<file path="src/hdl/ddo_pkg.sv">
// Shared types, constants and the arctangent table of the odometry block.
package ddo_pkg;

    localparam int TRIG_ITERATIONS_DEF = 16;
    localparam int CORDIC_MAX_ITER = 30;

    localparam int CFG_IDX_W = 3;
    localparam int CFG_DATA_W = 18;

    localparam logic [CFG_IDX_W-1:0] CFG_DIAMETER   = 3'd0;
    localparam logic [CFG_IDX_W-1:0] CFG_SEPARATION = 3'd1;
    localparam logic [CFG_IDX_W-1:0] CFG_WEIGHT     = 3'd2;
    localparam logic [CFG_IDX_W-1:0] CFG_LIN_POS    = 3'd3;
    localparam logic [CFG_IDX_W-1:0] CFG_LIN_NEG    = 3'd4;
    localparam logic [CFG_IDX_W-1:0] CFG_TURN_POS   = 3'd5;
    localparam logic [CFG_IDX_W-1:0] CFG_TURN_NEG   = 3'd6;

    // Multiplier: 48 x 32 bit magnitudes, formed from two 24-bit slices.
    localparam int MUL_A_W = 48;
    localparam int MUL_B_W = 32;
    localparam int MUL_P_W = MUL_A_W + MUL_B_W;
    localparam int MUL_SLICE_W = 24;

    localparam int DIV_N_W = 64;
    localparam int DIV_D_W = 32;

    localparam int TRIG_W = 34;
    localparam int ANG_W = 22;

    localparam logic [31:0] PI_Q20 = 32'd3294199;
    localparam logic [63:0] LIN_HALF = 64'd1000 << 20;

    // The rounded division by 2000 * 2^20 drops the low 24 bits first, then
    // multiplies by the reciprocal of 125 and keeps bits 39 and up. This is
    // exact for any 32-bit value left after the shift.
    localparam logic [32:0] LIN_RECIP = 33'd4398046512;
    localparam int LIN_PRE_SH = 24;
    localparam int LIN_RECIP_SH = 39;

    localparam logic signed [ANG_W-1:0] PI_Q16      = 22'sd205887;
    localparam logic signed [ANG_W-1:0] HALF_PI_Q16 = 22'sd102944;
    localparam logic signed [ANG_W-1:0] TWO_PI_Q16  = 22'sd411775;
    localparam logic signed [TRIG_W-1:0] CORDIC_K_Q30 = 34'sd652032874;

    typedef enum logic [3:0] {
        OP_DP, OP_VN, OP_VDIV, OP_VGAIN, OP_WDT, OP_WN, OP_WDIV,
        OP_WWT, OP_WGAIN, OP_PDT, OP_DX, OP_DY
    } op_t;

    function automatic logic signed [TRIG_W-1:0] atan_q30(input logic [4:0] i);
        logic signed [TRIG_W-1:0] a;
        case (i)
            5'd0:    a = 34'sd843314857;
            5'd1:    a = 34'sd497837829;
            5'd2:    a = 34'sd263043837;
            5'd3:    a = 34'sd133525159;
            5'd4:    a = 34'sd67021687;
            5'd5:    a = 34'sd33543516;
            5'd6:    a = 34'sd16775851;
            5'd7:    a = 34'sd8388437;
            5'd8:    a = 34'sd4194283;
            5'd9:    a = 34'sd2097149;
            5'd10:   a = 34'sd1048576;
            default: a = 34'sd1 <<< (5'd30 - i);
        endcase
        return a;
    endfunction

endpackage

</file>
<file path="src/hdl/ddo_mul.sv">
// Shared unsigned multiplier, 48 x 32 bits in two 24-bit slice passes.
module ddo_mul (
    input  logic                         clk,
    input  logic                         rst_n,
    input  logic                         start,
    input  logic [ddo_pkg::MUL_A_W-1:0]  a,
    input  logic [ddo_pkg::MUL_B_W-1:0]  b,
    output logic                         done,
    output logic [ddo_pkg::MUL_P_W-1:0]  prod
);
    import ddo_pkg::*;

    logic [MUL_A_W-1:0] a_reg;
    logic [MUL_B_W-1:0] b_reg;
    logic [MUL_P_W-1:0] acc_reg;
    logic busy_reg, high_reg, done_reg;
    logic [MUL_SLICE_W-1:0] slice;
    logic [MUL_SLICE_W+MUL_B_W-1:0] pp;

    assign slice = high_reg ? a_reg[MUL_A_W-1:MUL_SLICE_W] : a_reg[MUL_SLICE_W-1:0];
    assign pp = slice * b_reg;

    always_ff @(posedge clk or negedge rst_n)
    begin
        if (!rst_n)
        begin
            busy_reg <= 1'b0;
            high_reg <= 1'b0;
            done_reg <= 1'b0;
        end
        else
        begin
            done_reg <= 1'b0;
            if (start)
            begin
                busy_reg <= 1'b1;
                high_reg <= 1'b0;
            end
            else if (busy_reg)
            begin
                if (high_reg)
                begin
                    busy_reg <= 1'b0;
                    done_reg <= 1'b1;
                end
                high_reg <= 1'b1;
            end
        end
    end

    always_ff @(posedge clk)
    begin
        if (start)
        begin
            a_reg <= a;
            b_reg <= b;
        end
        else if (busy_reg)
        begin
            if (high_reg)
                acc_reg <= acc_reg + (MUL_P_W'(pp) << MUL_SLICE_W);
            else
                acc_reg <= MUL_P_W'(pp);
        end
    end

    assign done = done_reg;
    assign prod = acc_reg;

endmodule

</file>
<file path="src/hdl/ddo_div.sv">
// Restoring divider, one quotient bit per cycle.
module ddo_div (
    input  logic                         clk,
    input  logic                         rst_n,
    input  logic                         start,
    input  logic [ddo_pkg::DIV_N_W-1:0]  num,
    input  logic [ddo_pkg::DIV_D_W-1:0]  den,
    output logic                         done,
    output logic [ddo_pkg::DIV_N_W-1:0]  quo
);
    import ddo_pkg::*;

    localparam int CNT_W = $clog2(DIV_N_W + 1);

    logic [DIV_N_W-1:0] nq_reg;
    logic [DIV_D_W-1:0] den_reg, rem_reg;
    logic [CNT_W-1:0] cnt_reg;
    logic busy_reg, done_reg;
    logic [DIV_D_W:0] rem_sh, rem_sub;
    logic fits;

    assign rem_sh = {rem_reg, nq_reg[DIV_N_W-1]};
    assign rem_sub = rem_sh - {1'b0, den_reg};
    assign fits = rem_sh >= {1'b0, den_reg};

    always_ff @(posedge clk or negedge rst_n)
    begin
        if (!rst_n)
        begin
            busy_reg <= 1'b0;
            done_reg <= 1'b0;
            cnt_reg <= '0;
        end
        else
        begin
            done_reg <= 1'b0;
            if (start)
            begin
                busy_reg <= 1'b1;
                cnt_reg <= '0;
            end
            else if (busy_reg)
            begin
                cnt_reg <= cnt_reg + 1'b1;
                if (cnt_reg == CNT_W'(DIV_N_W - 1))
                begin
                    busy_reg <= 1'b0;
                    done_reg <= 1'b1;
                end
            end
        end
    end

    always_ff @(posedge clk)
    begin
        if (start)
        begin
            nq_reg <= num;
            den_reg <= den;
            rem_reg <= '0;
        end
        else if (busy_reg)
        begin
            // The numerator shifts out at the top while quotient bits enter below.
            nq_reg <= {nq_reg[DIV_N_W-2:0], fits};
            rem_reg <= fits ? rem_sub[DIV_D_W-1:0] : rem_sh[DIV_D_W-1:0];
        end
    end

    assign done = done_reg;
    assign quo = nq_reg;

endmodule

</file>
<file path="src/hdl/ddo_cordic.sv">
// Iterative rotation CORDIC giving cosine and sine of the heading in Q30.
module ddo_cordic #(
    parameter int TRIG_ITERATIONS = ddo_pkg::TRIG_ITERATIONS_DEF
) (
    input  logic                               clk,
    input  logic                               rst_n,
    input  logic                               start,
    input  logic signed [19:0]                 angle,
    output logic                               valid,
    output logic signed [ddo_pkg::TRIG_W-1:0]  cos_out,
    output logic signed [ddo_pkg::TRIG_W-1:0]  sin_out
);
    import ddo_pkg::*;

    localparam int N_IT = (TRIG_ITERATIONS > CORDIC_MAX_ITER) ? CORDIC_MAX_ITER
                                                              : TRIG_ITERATIONS;
    localparam int CNT_W = $clog2(N_IT + 1);

    logic signed [TRIG_W-1:0] x_reg, y_reg, z_reg;
    logic [CNT_W-1:0] cnt_reg;
    logic busy_reg, valid_reg, neg_reg;
    logic signed [ANG_W-1:0] a0, a1, a2, a3;
    logic half;
    logic signed [TRIG_W-1:0] z_init, dx, dy, at;

    always_comb
    begin
        a0 = {{2{angle[19]}}, angle};
        a1 = a0;
        if (a1 > PI_Q16)
            a1 = a1 - TWO_PI_Q16;
        if (a1 < -PI_Q16)
            a1 = a1 + TWO_PI_Q16;
        a2 = a1;
        if (a2 > PI_Q16)
            a2 = a2 - TWO_PI_Q16;
        if (a2 < -PI_Q16)
            a2 = a2 + TWO_PI_Q16;
        // A half turn brings the angle into the converging range; both outputs flip.
        half = 1'b0;
        a3 = a2;
        if (a2 > HALF_PI_Q16)
        begin
            a3 = a2 - PI_Q16;
            half = 1'b1;
        end
        else if (a2 < -HALF_PI_Q16)
        begin
            a3 = a2 + PI_Q16;
            half = 1'b1;
        end
        z_init = {{(TRIG_W-ANG_W){a3[ANG_W-1]}}, a3} <<< 14;
    end

    assign dx = y_reg >>> cnt_reg;
    assign dy = x_reg >>> cnt_reg;
    assign at = atan_q30(5'(cnt_reg));

    always_ff @(posedge clk or negedge rst_n)
    begin
        if (!rst_n)
        begin
            busy_reg <= 1'b0;
            valid_reg <= 1'b0;
            cnt_reg <= '0;
        end
        else
        begin
            if (start)
            begin
                busy_reg <= 1'b1;
                valid_reg <= 1'b0;
                cnt_reg <= '0;
            end
            else if (busy_reg)
            begin
                if (cnt_reg == CNT_W'(N_IT))
                begin
                    busy_reg <= 1'b0;
                    valid_reg <= 1'b1;
                end
                else
                    cnt_reg <= cnt_reg + 1'b1;
            end
        end
    end

    always_ff @(posedge clk)
    begin
        if (start)
        begin
            x_reg <= CORDIC_K_Q30;
            y_reg <= '0;
            z_reg <= z_init;
            neg_reg <= half;
        end
        else if (busy_reg && cnt_reg != CNT_W'(N_IT))
        begin
            if (!z_reg[TRIG_W-1])
            begin
                x_reg <= x_reg - dx;
                y_reg <= y_reg + dy;
                z_reg <= z_reg - at;
            end
            else
            begin
                x_reg <= x_reg + dx;
                y_reg <= y_reg - dy;
                z_reg <= z_reg + at;
            end
        end
    end

    assign valid = valid_reg;
    assign cos_out = neg_reg ? -x_reg : x_reg;
    assign sin_out = neg_reg ? -y_reg : y_reg;

endmodule

</file>
<file path="src/hdl/diff_drive_odometry.sv">
// Differential-drive odometry: sequencer around a shared multiplier and divider.
//
//  channel | direction | handshake          | payload
//  in      | in        | in_valid/in_stall  | left_rev_rate, right_rev_rate, time_step
//  out     | out       | out_valid/out_stall| pos_x, pos_y, heading, linear_speed,
//          |           |                    | heading_increment
//  cfg     | in        | cfg_we             | cfg_index, cfg_data
//
// One item runs in turn on the shared units: eleven two-pass multiplications
// (issue, two slice passes, completion each), one division for the turn, and a
// step each to accept and to finish. The CORDIC runs alongside from acceptance
// and is long finished when needed. Reset clears the pose and loads the defaults.
// While a result waits under out_stall the next item is accepted and worked on;
// it waits at its end until the output register is free.
module diff_drive_odometry #(
    parameter int TRIG_ITERATIONS = ddo_pkg::TRIG_ITERATIONS_DEF
) (
    input  logic                               clk,
    input  logic                               rst_n,
    input  logic                               in_valid,
    output logic                               in_stall,
    input  logic signed [23:0]                 left_rev_rate,
    input  logic signed [23:0]                 right_rev_rate,
    input  logic [19:0]                        time_step,
    output logic                               out_valid,
    input  logic                               out_stall,
    output logic signed [31:0]                 pos_x,
    output logic signed [31:0]                 pos_y,
    output logic signed [19:0]                 heading,
    output logic signed [23:0]                 linear_speed,
    output logic signed [19:0]                 heading_increment,
    input  logic                               cfg_we,
    input  logic [ddo_pkg::CFG_IDX_W-1:0]      cfg_index,
    input  logic [ddo_pkg::CFG_DATA_W-1:0]     cfg_data
);
    import ddo_pkg::*;

    typedef enum logic [3:0] {
        ST_IDLE  = 4'b0001,
        ST_ISSUE = 4'b0010,
        ST_WAIT  = 4'b0100,
        ST_FIN   = 4'b1000
    } state_t;

    state_t state_reg;
    op_t op_reg;

    logic [9:0]  dia_reg;
    logic [11:0] sep_reg;
    logic [16:0] weight_reg;
    logic [17:0] lin_pos_reg, lin_neg_reg, turn_pos_reg, turn_neg_reg;

    logic signed [31:0] x_acc_reg, y_acc_reg;
    logic signed [19:0] heading_reg;
    logic signed [23:0] speed_out_reg;
    logic signed [19:0] incr_out_reg;
    logic out_valid_reg;

    logic [24:0] sum_mag_reg, dif_mag_reg;
    logic sum_neg_reg, dif_neg_reg;
    logic [19:0] dt_reg;
    logic [31:0] dp_reg;
    logic [63:0] wide_reg;
    logic signed [23:0] v_reg;
    logic signed [19:0] w_reg;
    logic [27:0] pmag_reg;
    logic p_neg_reg;
    logic signed [30:0] dx_reg, dy_reg;

    logic accept;
    logic signed [24:0] sum_in, dif_in;
    logic [11:0] sep_eff;
    logic [63:0] v_rnd;

    logic mul_start, mul_done, div_start, div_done;
    logic [MUL_A_W-1:0] mul_a;
    logic [MUL_B_W-1:0] mul_b;
    logic [MUL_P_W-1:0] mul_prod, r16, r30;
    logic [DIV_N_W-1:0] div_num, div_quo;
    logic [DIV_D_W-1:0] div_den;
    logic is_div, unit_done;

    logic cordic_valid;
    logic signed [TRIG_W-1:0] cos_v, sin_v;
    logic [TRIG_W-1:0] cos_mag, sin_mag;
    logic [23:0] v_abs;

    logic signed [23:0] v_sat;
    logic signed [19:0] w_sat;
    logic [30:0] d_mag;
    logic signed [30:0] d_signed;
    logic signed [32:0] x_sum, y_sum;
    logic signed [31:0] x_new, y_new;
    logic signed [20:0] t_sum;
    logic signed [19:0] h_new;
    logic out_free;

    assign accept = in_valid && !in_stall;
    assign in_stall = (state_reg != ST_IDLE);
    assign sum_in = 25'(left_rev_rate) + 25'(right_rev_rate);
    assign dif_in = 25'(right_rev_rate) - 25'(left_rev_rate);
    assign sep_eff = (sep_reg == '0) ? 12'd1 : sep_reg;
    assign out_free = !out_valid_reg || !out_stall;
    assign v_rnd = wide_reg + LIN_HALF;

    // Configuration registers
    always_ff @(posedge clk or negedge rst_n)
    begin
        if (!rst_n)
        begin
            dia_reg <= 10'd100;
            sep_reg <= 12'd200;
            weight_reg <= 17'd65536;
            lin_pos_reg <= 18'd65536;
            lin_neg_reg <= 18'd65536;
            turn_pos_reg <= 18'd65536;
            turn_neg_reg <= 18'd65536;
        end
        else if (cfg_we)
        begin
            unique case (cfg_index)
                CFG_DIAMETER:   dia_reg <= cfg_data[9:0];
                CFG_SEPARATION: sep_reg <= cfg_data[11:0];
                CFG_WEIGHT:     weight_reg <= cfg_data[16:0];
                CFG_LIN_POS:    lin_pos_reg <= cfg_data;
                CFG_LIN_NEG:    lin_neg_reg <= cfg_data;
                CFG_TURN_POS:   turn_pos_reg <= cfg_data;
                CFG_TURN_NEG:   turn_neg_reg <= cfg_data;
                default:        ;
            endcase
        end
    end

    assign cos_mag = cos_v[TRIG_W-1] ? TRIG_W'(-cos_v) : TRIG_W'(cos_v);
    assign sin_mag = sin_v[TRIG_W-1] ? TRIG_W'(-sin_v) : TRIG_W'(sin_v);
    assign v_abs = v_reg[23] ? 24'(-v_reg) : 24'(v_reg);

    // Operand selection for the shared units
    always_comb
    begin
        mul_a = '0;
        mul_b = '0;
        div_num = wide_reg;
        div_den = '0;
        is_div = 1'b0;
        unique case (op_reg)
            OP_DP:
            begin
                mul_a = MUL_A_W'(dia_reg);
                mul_b = PI_Q20;
            end
            OP_VN:
            begin
                mul_a = MUL_A_W'(sum_mag_reg);
                mul_b = dp_reg;
            end
            OP_VDIV:
            begin
                mul_a = MUL_A_W'(LIN_RECIP);
                mul_b = v_rnd[LIN_PRE_SH+MUL_B_W-1:LIN_PRE_SH];
            end
            OP_VGAIN:
            begin
                mul_a = wide_reg[MUL_A_W-1:0];
                mul_b = MUL_B_W'(sum_neg_reg ? lin_neg_reg : lin_pos_reg);
            end
            OP_WDT:
            begin
                mul_a = MUL_A_W'(dif_mag_reg);
                mul_b = MUL_B_W'(dt_reg);
            end
            OP_WN:
            begin
                mul_a = wide_reg[MUL_A_W-1:0];
                mul_b = dp_reg;
            end
            OP_WDIV:
            begin
                is_div = 1'b1;
                div_num = wide_reg + (DIV_N_W'(sep_eff) << 19);
                div_den = DIV_D_W'(sep_eff) << 20;
            end
            OP_WWT:
            begin
                mul_a = wide_reg[MUL_A_W-1:0];
                mul_b = MUL_B_W'(weight_reg);
            end
            OP_WGAIN:
            begin
                mul_a = wide_reg[MUL_A_W-1:0];
                mul_b = MUL_B_W'(dif_neg_reg ? turn_neg_reg : turn_pos_reg);
            end
            OP_PDT:
            begin
                mul_a = MUL_A_W'(v_abs);
                mul_b = MUL_B_W'(dt_reg);
            end
            OP_DX:
            begin
                mul_a = MUL_A_W'(pmag_reg);
                mul_b = cos_mag[MUL_B_W-1:0];
            end
            OP_DY:
            begin
                mul_a = MUL_A_W'(pmag_reg);
                mul_b = sin_mag[MUL_B_W-1:0];
            end
            default: ;
        endcase
    end

    // The trig results must be ready before the position products start.
    assign mul_start = (state_reg == ST_ISSUE) && !is_div
                       && (cordic_valid || (op_reg != OP_DX && op_reg != OP_DY));
    assign div_start = (state_reg == ST_ISSUE) && is_div;
    assign unit_done = is_div ? div_done : mul_done;

    ddo_mul u_mul (
        .clk   (clk),
        .rst_n (rst_n),
        .start (mul_start),
        .a     (mul_a),
        .b     (mul_b),
        .done  (mul_done),
        .prod  (mul_prod)
    );

    ddo_div u_div (
        .clk   (clk),
        .rst_n (rst_n),
        .start (div_start),
        .num   (div_num),
        .den   (div_den),
        .done  (div_done),
        .quo   (div_quo)
    );

    ddo_cordic #(
        .TRIG_ITERATIONS (TRIG_ITERATIONS)
    ) u_cordic (
        .clk     (clk),
        .rst_n   (rst_n),
        .start   (accept),
        .angle   (heading_reg),
        .valid   (cordic_valid),
        .cos_out (cos_v),
        .sin_out (sin_v)
    );

    // Rounded magnitudes, ties away from zero since the sign is held apart.
    assign r16 = (mul_prod + (MUL_P_W'(1) << 15)) >> 16;
    assign r30 = (mul_prod + (MUL_P_W'(1) << 29)) >> 30;

    always_comb
    begin
        if (sum_neg_reg)
            v_sat = (r16 >= MUL_P_W'(24'h800000)) ? 24'sh800000 : -$signed(24'(r16));
        else
            v_sat = (r16 > MUL_P_W'(24'h7FFFFF)) ? 24'sh7FFFFF : $signed(24'(r16));
        if (dif_neg_reg)
            w_sat = (r16 >= MUL_P_W'(20'h80000)) ? 20'sh80000 : -$signed(20'(r16));
        else
            w_sat = (r16 > MUL_P_W'(20'h7FFFF)) ? 20'sh7FFFF : $signed(20'(r16));
        d_mag = r30[30:0];
        if (p_neg_reg ^ ((op_reg == OP_DX) ? cos_v[TRIG_W-1] : sin_v[TRIG_W-1]))
            d_signed = -$signed(d_mag);
        else
            d_signed = $signed(d_mag);
    end

    always_comb
    begin
        x_sum = 33'(x_acc_reg) + 33'(dx_reg);
        y_sum = 33'(y_acc_reg) + 33'(dy_reg);
        if (x_sum > 33'sh07FFFFFFF)
            x_new = 32'sh7FFFFFFF;
        else if (x_sum < -33'sh080000000)
            x_new = 32'sh80000000;
        else
            x_new = 32'(x_sum);
        if (y_sum > 33'sh07FFFFFFF)
            y_new = 32'sh7FFFFFFF;
        else if (y_sum < -33'sh080000000)
            y_new = 32'sh80000000;
        else
            y_new = 32'(y_sum);
        // Fold once by a whole turn in either direction, then clip.
        t_sum = 21'(heading_reg) + 21'(w_reg);
        if (t_sum >= 21'(TWO_PI_Q16))
            t_sum = t_sum - 21'(TWO_PI_Q16);
        if (t_sum <= -21'(TWO_PI_Q16))
            t_sum = t_sum + 21'(TWO_PI_Q16);
        if (t_sum > 21'sh7FFFF)
            h_new = 20'sh7FFFF;
        else if (t_sum < -21'sh80000)
            h_new = 20'sh80000;
        else
            h_new = 20'(t_sum);
    end

    // Sequencer
    always_ff @(posedge clk or negedge rst_n)
    begin
        if (!rst_n)
        begin
            state_reg <= ST_IDLE;
            op_reg <= OP_DP;
            out_valid_reg <= 1'b0;
            x_acc_reg <= '0;
            y_acc_reg <= '0;
            heading_reg <= '0;
        end
        else
        begin
            if (state_reg == ST_FIN && out_free)
                out_valid_reg <= 1'b1;
            else if (!out_stall)
                out_valid_reg <= 1'b0;
            unique case (state_reg)
                ST_IDLE:
                begin
                    if (accept)
                    begin
                        op_reg <= OP_DP;
                        state_reg <= ST_ISSUE;
                    end
                end
                ST_ISSUE:
                begin
                    if (mul_start || div_start)
                        state_reg <= ST_WAIT;
                end
                ST_WAIT:
                begin
                    if (unit_done)
                    begin
                        if (op_reg == OP_DY)
                            state_reg <= ST_FIN;
                        else
                        begin
                            op_reg <= op_t'(op_reg + 1'b1);
                            state_reg <= ST_ISSUE;
                        end
                    end
                end
                ST_FIN:
                begin
                    if (out_free)
                    begin
                        x_acc_reg <= x_new;
                        y_acc_reg <= y_new;
                        heading_reg <= h_new;
                        state_reg <= ST_IDLE;
                    end
                end
                default: state_reg <= ST_IDLE;
            endcase
        end
    end

    // Datapath registers
    always_ff @(posedge clk)
    begin
        if (accept)
        begin
            sum_neg_reg <= sum_in[24];
            sum_mag_reg <= sum_in[24] ? 25'(-sum_in) : 25'(sum_in);
            dif_neg_reg <= dif_in[24];
            dif_mag_reg <= dif_in[24] ? 25'(-dif_in) : 25'(dif_in);
            dt_reg <= time_step;
        end
        if (state_reg == ST_WAIT && unit_done)
        begin
            case (op_reg)
                OP_DP:
                    dp_reg <= mul_prod[31:0];
                OP_VN, OP_WN:
                    wide_reg <= mul_prod[63:0];
                OP_VDIV:
                    wide_reg <= 64'(mul_prod >> LIN_RECIP_SH);
                OP_WDIV:
                    wide_reg <= div_quo;
                OP_VGAIN:
                    v_reg <= v_sat;
                OP_WDT, OP_WWT:
                    wide_reg <= r16[63:0];
                OP_WGAIN:
                    w_reg <= w_sat;
                OP_PDT:
                begin
                    pmag_reg <= r16[27:0];
                    p_neg_reg <= v_reg[23];
                end
                OP_DX:
                    dx_reg <= d_signed;
                OP_DY:
                    dy_reg <= d_signed;
                default: ;
            endcase
        end
        if (state_reg == ST_FIN && out_free)
        begin
            speed_out_reg <= v_reg;
            incr_out_reg <= w_reg;
        end
    end

    assign out_valid = out_valid_reg;
    assign pos_x = x_acc_reg;
    assign pos_y = y_acc_reg;
    assign heading = heading_reg;
    assign linear_speed = speed_out_reg;
    assign heading_increment = incr_out_reg;

endmodule
</file>
<file path="config.mk">
export PLATFORM = sky130hd
export DESIGN_NAME = diff_drive_odometry
export DESIGN_NICKNAME = d
export VERILOG_FILES = /design/src/hdl/ddo_pkg.sv /design/src/hdl/ddo_mul.sv /design/src/hdl/ddo_div.sv /design/src/hdl/ddo_cordic.sv /design/src/hdl/diff_drive_odometry.sv
export SDC_FILE = /design/constraint.sdc
export NUM_CORES = 2
export LEC_CHECK = 0
export CORE_UTILIZATION = 60
export DETAILED_ROUTE_END_ITERATION = 16
export DONT_BUFFER_PORTS = 1
export HOLD_SLACK_MARGIN = 0.1
export MAX_ROUTING_LAYER = met4
export PLACE_DENSITY = 0.87
export SETUP_SLACK_MARGIN = 0.1
export SLEW_MARGIN = 15
export SYNTH_ARGS = -nofsm -noshare
export SYNTH_HDL_FRONTEND = slang
export SYNTH_SLANG_ARGS = --single-unit
</file>
<file path="constraint.sdc">
create_clock -name clk -period 16.4 [get_ports clk]
set_input_delay 3.28 -clock clk [delete_from_list [all_inputs] [get_ports clk]]
set_output_delay 3.28 -clock clk [all_outputs]
set_load 0.02 [all_outputs]
</file>
### After elaboration in Yosys (flattened, before gate mapping)

Cells that the tools add are included.

| operators by class | value |
|---|---|
| shifts and indexed selects | 3 |
| reduce and logical (&&, ||, !) cells | 51 |
| multiply operators | 1 |
| muxes and demuxes | 87 |
| $add $sub $neg | 39 |
| bitwise gates (word level) | 2 |
| eq/ne operators | 44 |
| magnitude comparators | 19 |

Operator list:

| cell | number |
|---|---|
| $pmux W34 S11 | 1 |
| $pmux W48 S7 | 1 |
| $pmux W32 S9 | 1 |
| $pmux W64 S4 | 1 |
| $mux W34 | 7 |
| $mux W32 | 7 |
| $mux W64 | 3 |
| $mux W24 | 7 |
| $mux W20 | 7 |
| $add A34 B34 Y34 | 3 |
| $sub A34 B34 Y34 | 3 |
| $mux W22 | 4 |
| $add A80 B16 Y80 const B | 1 |
| $add A80 B80 Y80 | 1 |
| $neg A34 Y34 | 2 |
| $sshr A34 B5 Y34 | 2 |
| $add A32 B31 Y33 | 2 |
| $gt A33 B32 Y1 const B | 2 |
| $lt A33 B32 Y1 const B | 2 |
| $add A64 B31 Y64 | 1 |
| $ge A64 B20 Y1 const B | 1 |
| $ge A64 B24 Y1 const B | 1 |
| $gt A64 B19 Y1 const B | 1 |
| $gt A64 B23 Y1 const B | 1 |
| 78 further kinds | 184 |

| storage, ports and cells | value |
|---|---|
| register bits | 961 |
| logic and storage cells | 298 |

### Longest topological paths before layout

| depth | value |
|---|---|
| depth after elaboration | 12 |
| depth in mapped cells | 49 |

### Cells and area by module

From an unflattened synthesis, not the netlist that was laid out.

| second synthesis, totals | value |
|---|---|
| cells, all modules | 11155 |
| area, all modules | 100028.4 um^2 |

Modules (own cells, without submodules):

| module | instances | area an instance (um^2) | sequential area each (um^2) | cells each |
|---|---|---|---|---|
| diff_drive_odometry | 1 | 38784.7 | 15509.9 | 4095 |
| ddo_mul | 1 | 33659.8 | 4879.7 | 3609 |
| ddo_cordic | 1 | 20244.4 | 2447.3 | 2783 |
| ddo_div | 1 | 7339.5 | 3748.6 | 668 |

### Least setup slack after synthesis

No wires, ideal clock.

| timing | value |
|---|---|
| path kind | flip-flop to flip-flop |
| start point | reg u_mul.high_reg |
| end point | reg u_mul.acc_reg[79] (netlist: u_mul.prod[79]), data pin |
| cell stages (with the launch flop) | 48 |
| library setup time | 255 ps |
| buffers on the path | 3 |
| arrival time | 10283 ps |
| period minus slack after synthesis | 10538 ps |
| path slack | 5862 ps |
| required time | 16145 ps |
| cells stage by stage | dfrtp_1 clkbuf_1 buf_1 mux2_2 clkbuf_1 nand2_1 fa_1 inv_1 fa_1 fa_1 fa_1 fa_1 inv_1 fa_1 inv_1 fa_1 ha_1 a21o_1 [... 12 more ...] o21a_1 nor2_1 xnor2_1 ha_1 a21o_1 a21o_1 nand2_1 nand2_1 o31a_1 a41oi_1 a31oi_1 a21o_1 o21a_1 a21oi_1 a21oi_1 xor2_1 xnor2_1 and2_1 |

| between the ends | value |
|---|---|
| cells in the longest elaborated chain, start to end | 3 |

Ends and longest elaborated chain:

| item | RTL line | RTL |
|---|---|---|
| from (decl) | ddo_mul.sv:16 | `logic busy_reg, high_reg, done_reg;` |
| from (signal assigned) | ddo_mul.sv:28 | `high_reg <= 1'b0;` |
| from (signal assigned) | ddo_mul.sv:37 | `high_reg <= 1'b0;` |
| from (signal assigned) | ddo_mul.sv:46 | `high_reg <= 1'b1;` |
| $mux W24 | ddo_mul.sv:20 | `assign slice = high_reg ? a_reg[MUL_A_W-1:MUL_SLICE_W] : a_reg[MUL_SLICE_W-1:0];` |
| $mul A24 B32 Y56 | ddo_mul.sv:21 | `assign pp = slice * b_reg;` |
| $add A80 B80 Y80 | ddo_mul.sv:61 | `acc_reg <= acc_reg + (MUL_P_W'(pp) << MUL_SLICE_W);` |
| to (signal assigned) | ddo_mul.sv:61 |  |
| to (signal assigned) | ddo_mul.sv:63 | `acc_reg <= MUL_P_W'(pp);` |
| to (decl) | ddo_mul.sv:15 | `logic [MUL_P_W-1:0] acc_reg;` |

Several ways; a longest one is shown, not always the timed one.
A chain may end at the register's enable or synchronous reset.

### Worst setup path in the final report

Ends and elaborated chain as after synthesis.

==> flow_metrics.py <==
metrics = {
    "run_status": {
        "status": "finished, violations left",
        "violations": "DRC",
    },
    "clock_network": {
        "clk_path_buf_depth": 3,
        "cts_resized": 0,
        "hold_buffers": 0,
        "cts_max_level": 3,
        "path_clk_slew_ns": 0.07,
        "cts_tree": "built",
        "postCtsSetupRepairBufs": 0,
        "clockRootBuffer": "clkbuf_16",
        "clock_sinks": 940,
        "cts_inserted_buffers": 102,
        "clk_latency_ns": 0.78,
    },
    "synth": {
        "synth_ff_type": "edfxtp_1",
        "yosysSeqAreaShare_pct": 27.5,
        "ys_warn_count": 0,
        "syn-instance-count": 10500,
        "synth_edf_count": 603,
        "synth_area_per_cell_um2": 8.98,
        "synthTopCellsByArea": "edfxtp_1 (19%), fa_1 (14%), ha_1 (7.0%)",
        "async_flop_share_pct": 23.7,
        "syn-num-nets": 11800,
        "yosysTopAreaCell": "edfxtp_1",
        "yosysTopAreaCellShare_pct": 19.2,
        "synthesis.area_um2": 94500,
        "ys_types": 124,
        "synth-seq-cells": 940,
    },
    "global_routing": {
        "first_global_vias": 80500,
        "grt_antenna_before_repair": 22,
        "grt_max_degree": 224,
        "overflow": 0,
        "track_usage_pct": 42.6,
        "grt_pass1_wl_um": 498000,
    },
    "critical_path": {
        "reg2reg_depth": 46,
        "cp_max_fo": 85,
        "cpMaxStageDelayCell": "buf_4",
        "worst_setup_path_start_kind": "flip-flop",
        "crit_path_max_incr_delay_ns": 0.85,
        "crit_top_cell": "a21oi_1",
        "cp.arrival_ns": 12.91,
        "required_ns": 16.92,
        "end_kind": "flip-flop",
        "critical_path_class": "reg -> reg",
    },
    "finish": {
        "nets": 11500,
        "area_delta_synth_final_pct": 5.75,
        "layout-drive-gt1-share_pct": 7.13,
        "largest_register_ffs": 80,
        "final_cell_mix": "nand2_1 (1423), inv_1 (890), nor2_1 (704)",
        "final_common_cell": "nand2_1",
    },
    "floorplan": {
        "ios": 224,
        "die-area_um2": 159000,
        "die_x_um": 399,
        "coreArea_um2": 156000,
        "die_h_um": 399,
        "rows": 145,
        "start_util_pct": 60.4,
    },
    "timing": {
        "final-hold-violation-count": 0,
        "fin_crit_ns": 12.39,
        "max_freq_mhz": 80.7,
        "setup_violations": 0,
        "tns_ns": 0,
        "max_slew_margin_pct": 7.45,
        "finClkSkew_ns": 0.0931,
        "worst_pin_slew_ns": 1.38,
        "rsz0062_at_grt": "false",
        "min_period_over_period_pct": 75.6,
        "report.final.slew_viol_count": 0,
    },
    "routing": {
        "route.vias.total": 82900,
        "postRouteAntennaNets": 0,
        "first_iter_violations": 11900,
        "wl_per_cell_um": 26.9,
        "first_pass_iters": 14,
        "via_per_inst": 6.69,
        "finalWirelength_um": 333000,
        "remaining_drc_errors": 1,
    },
    "placed_design": {
        "dp_hpwl_um": 252000,
        "place_congestion": 1.12,
        "port_buffers": 0,
    },
    "hold_path": {
        "hold_path_depth": 2,
        "worstHoldPathType": "reg -> reg",
    },
    "flow_run": {
        "cap_violations": 0,
    },
}
layer usage:
layer	share of wire (%)	up-vias	routed length (um)	track usage, %
li1	-	35700	-	-
met1	38	40600	126000	54.7
met2	44	5491	145000	62.5
met3	13	1094	44400	11.9
met4	5.4	0	18100	19.1
met5	0	-	0	-
worst max-delay path: cells and delay by family (launching register included):
kind	cells	cell delay, ns
AOI/OAI and AO/OA	20	4.37
xor gates and xnor gates	3	0.49
adders and majority gates	9	3.87
buffers and inverters	6	1.48
DFF	1	0.74
muxes	1	0.35
and+or+nand+nor	7	0.81
cell usage after synthesis, types with 211 or more instances:
master / count
dfrtp_1: 211
a21oi_1: 569
o21ai_0: 482
fa_1: 669
xnor2_1: 537
xor2_1: 346
ha_1: 526
edfxtp_1: 603
clkbuf_1: 490
inv_1: 894
nor2_1: 713
nor2b_1: 262
nand2_1: 1426
per-stage QoR:
stage          setup WS [ns]  std cells  utilization [%]  hold slack, ns  instance area, um2
6_report                4.01      12400             63.9           0.461              100000
4_1_cts                 4.18      12400             63.9           0.461               99900
5_1_grt                 3.42      12400             63.9           0.478               99900
3_5_place_dp            4.14      12200             61.6           0.451               96400
3_3_place_gp            4.29      12200             61.6           0.442               96400
2_1_floorplan           5.86      10500                -           0.427               94500
worst paths after layout:
check,startpoint,to,slack [ns]
worst max-delay path,u_mul.high_reg,u_mul.prod[79],4.01
worst min-delay path,u_cordic.z_reg[12],u_cordic.z_reg[12],0.46
worst max register to register,u_mul.high_reg,u_mul.prod[79],4.01
worst min register to register,u_cordic.z_reg[12],u_cordic.z_reg[12],0.46
max in group asynchronous,rst_n,u_mul.high_reg,13.58
min in group asynchronous,rst_n,heading[18],2.21
cell families after synthesis:
family	synth area share [%]
AND/OR/NAND/NOR	17.7
AO/OA/AOI/OAI	14.2
buffers and inverters	5.97
adder cells (fa/ha/maj)	21.1
flip-flops	27.5
XOR/XNOR	8.23
multiplexers	5.29
area by class of cell:
type / count / area, um2
clock buffers: 117 / 2650
multi-input cells: 8106 / 63100
clock inverters: 76 / 886
flip-flops and latches: 940 / 26000
repair buffers: 173 / 1320
diodes: 12 / 30.0
inverters: 904 / 3400
well taps: 2058 / 2570
fillers: 12700 / 56400
Power is not shown: default switching activity piles up to over one toggle a cycle in this logic, so the estimate is an artifact.
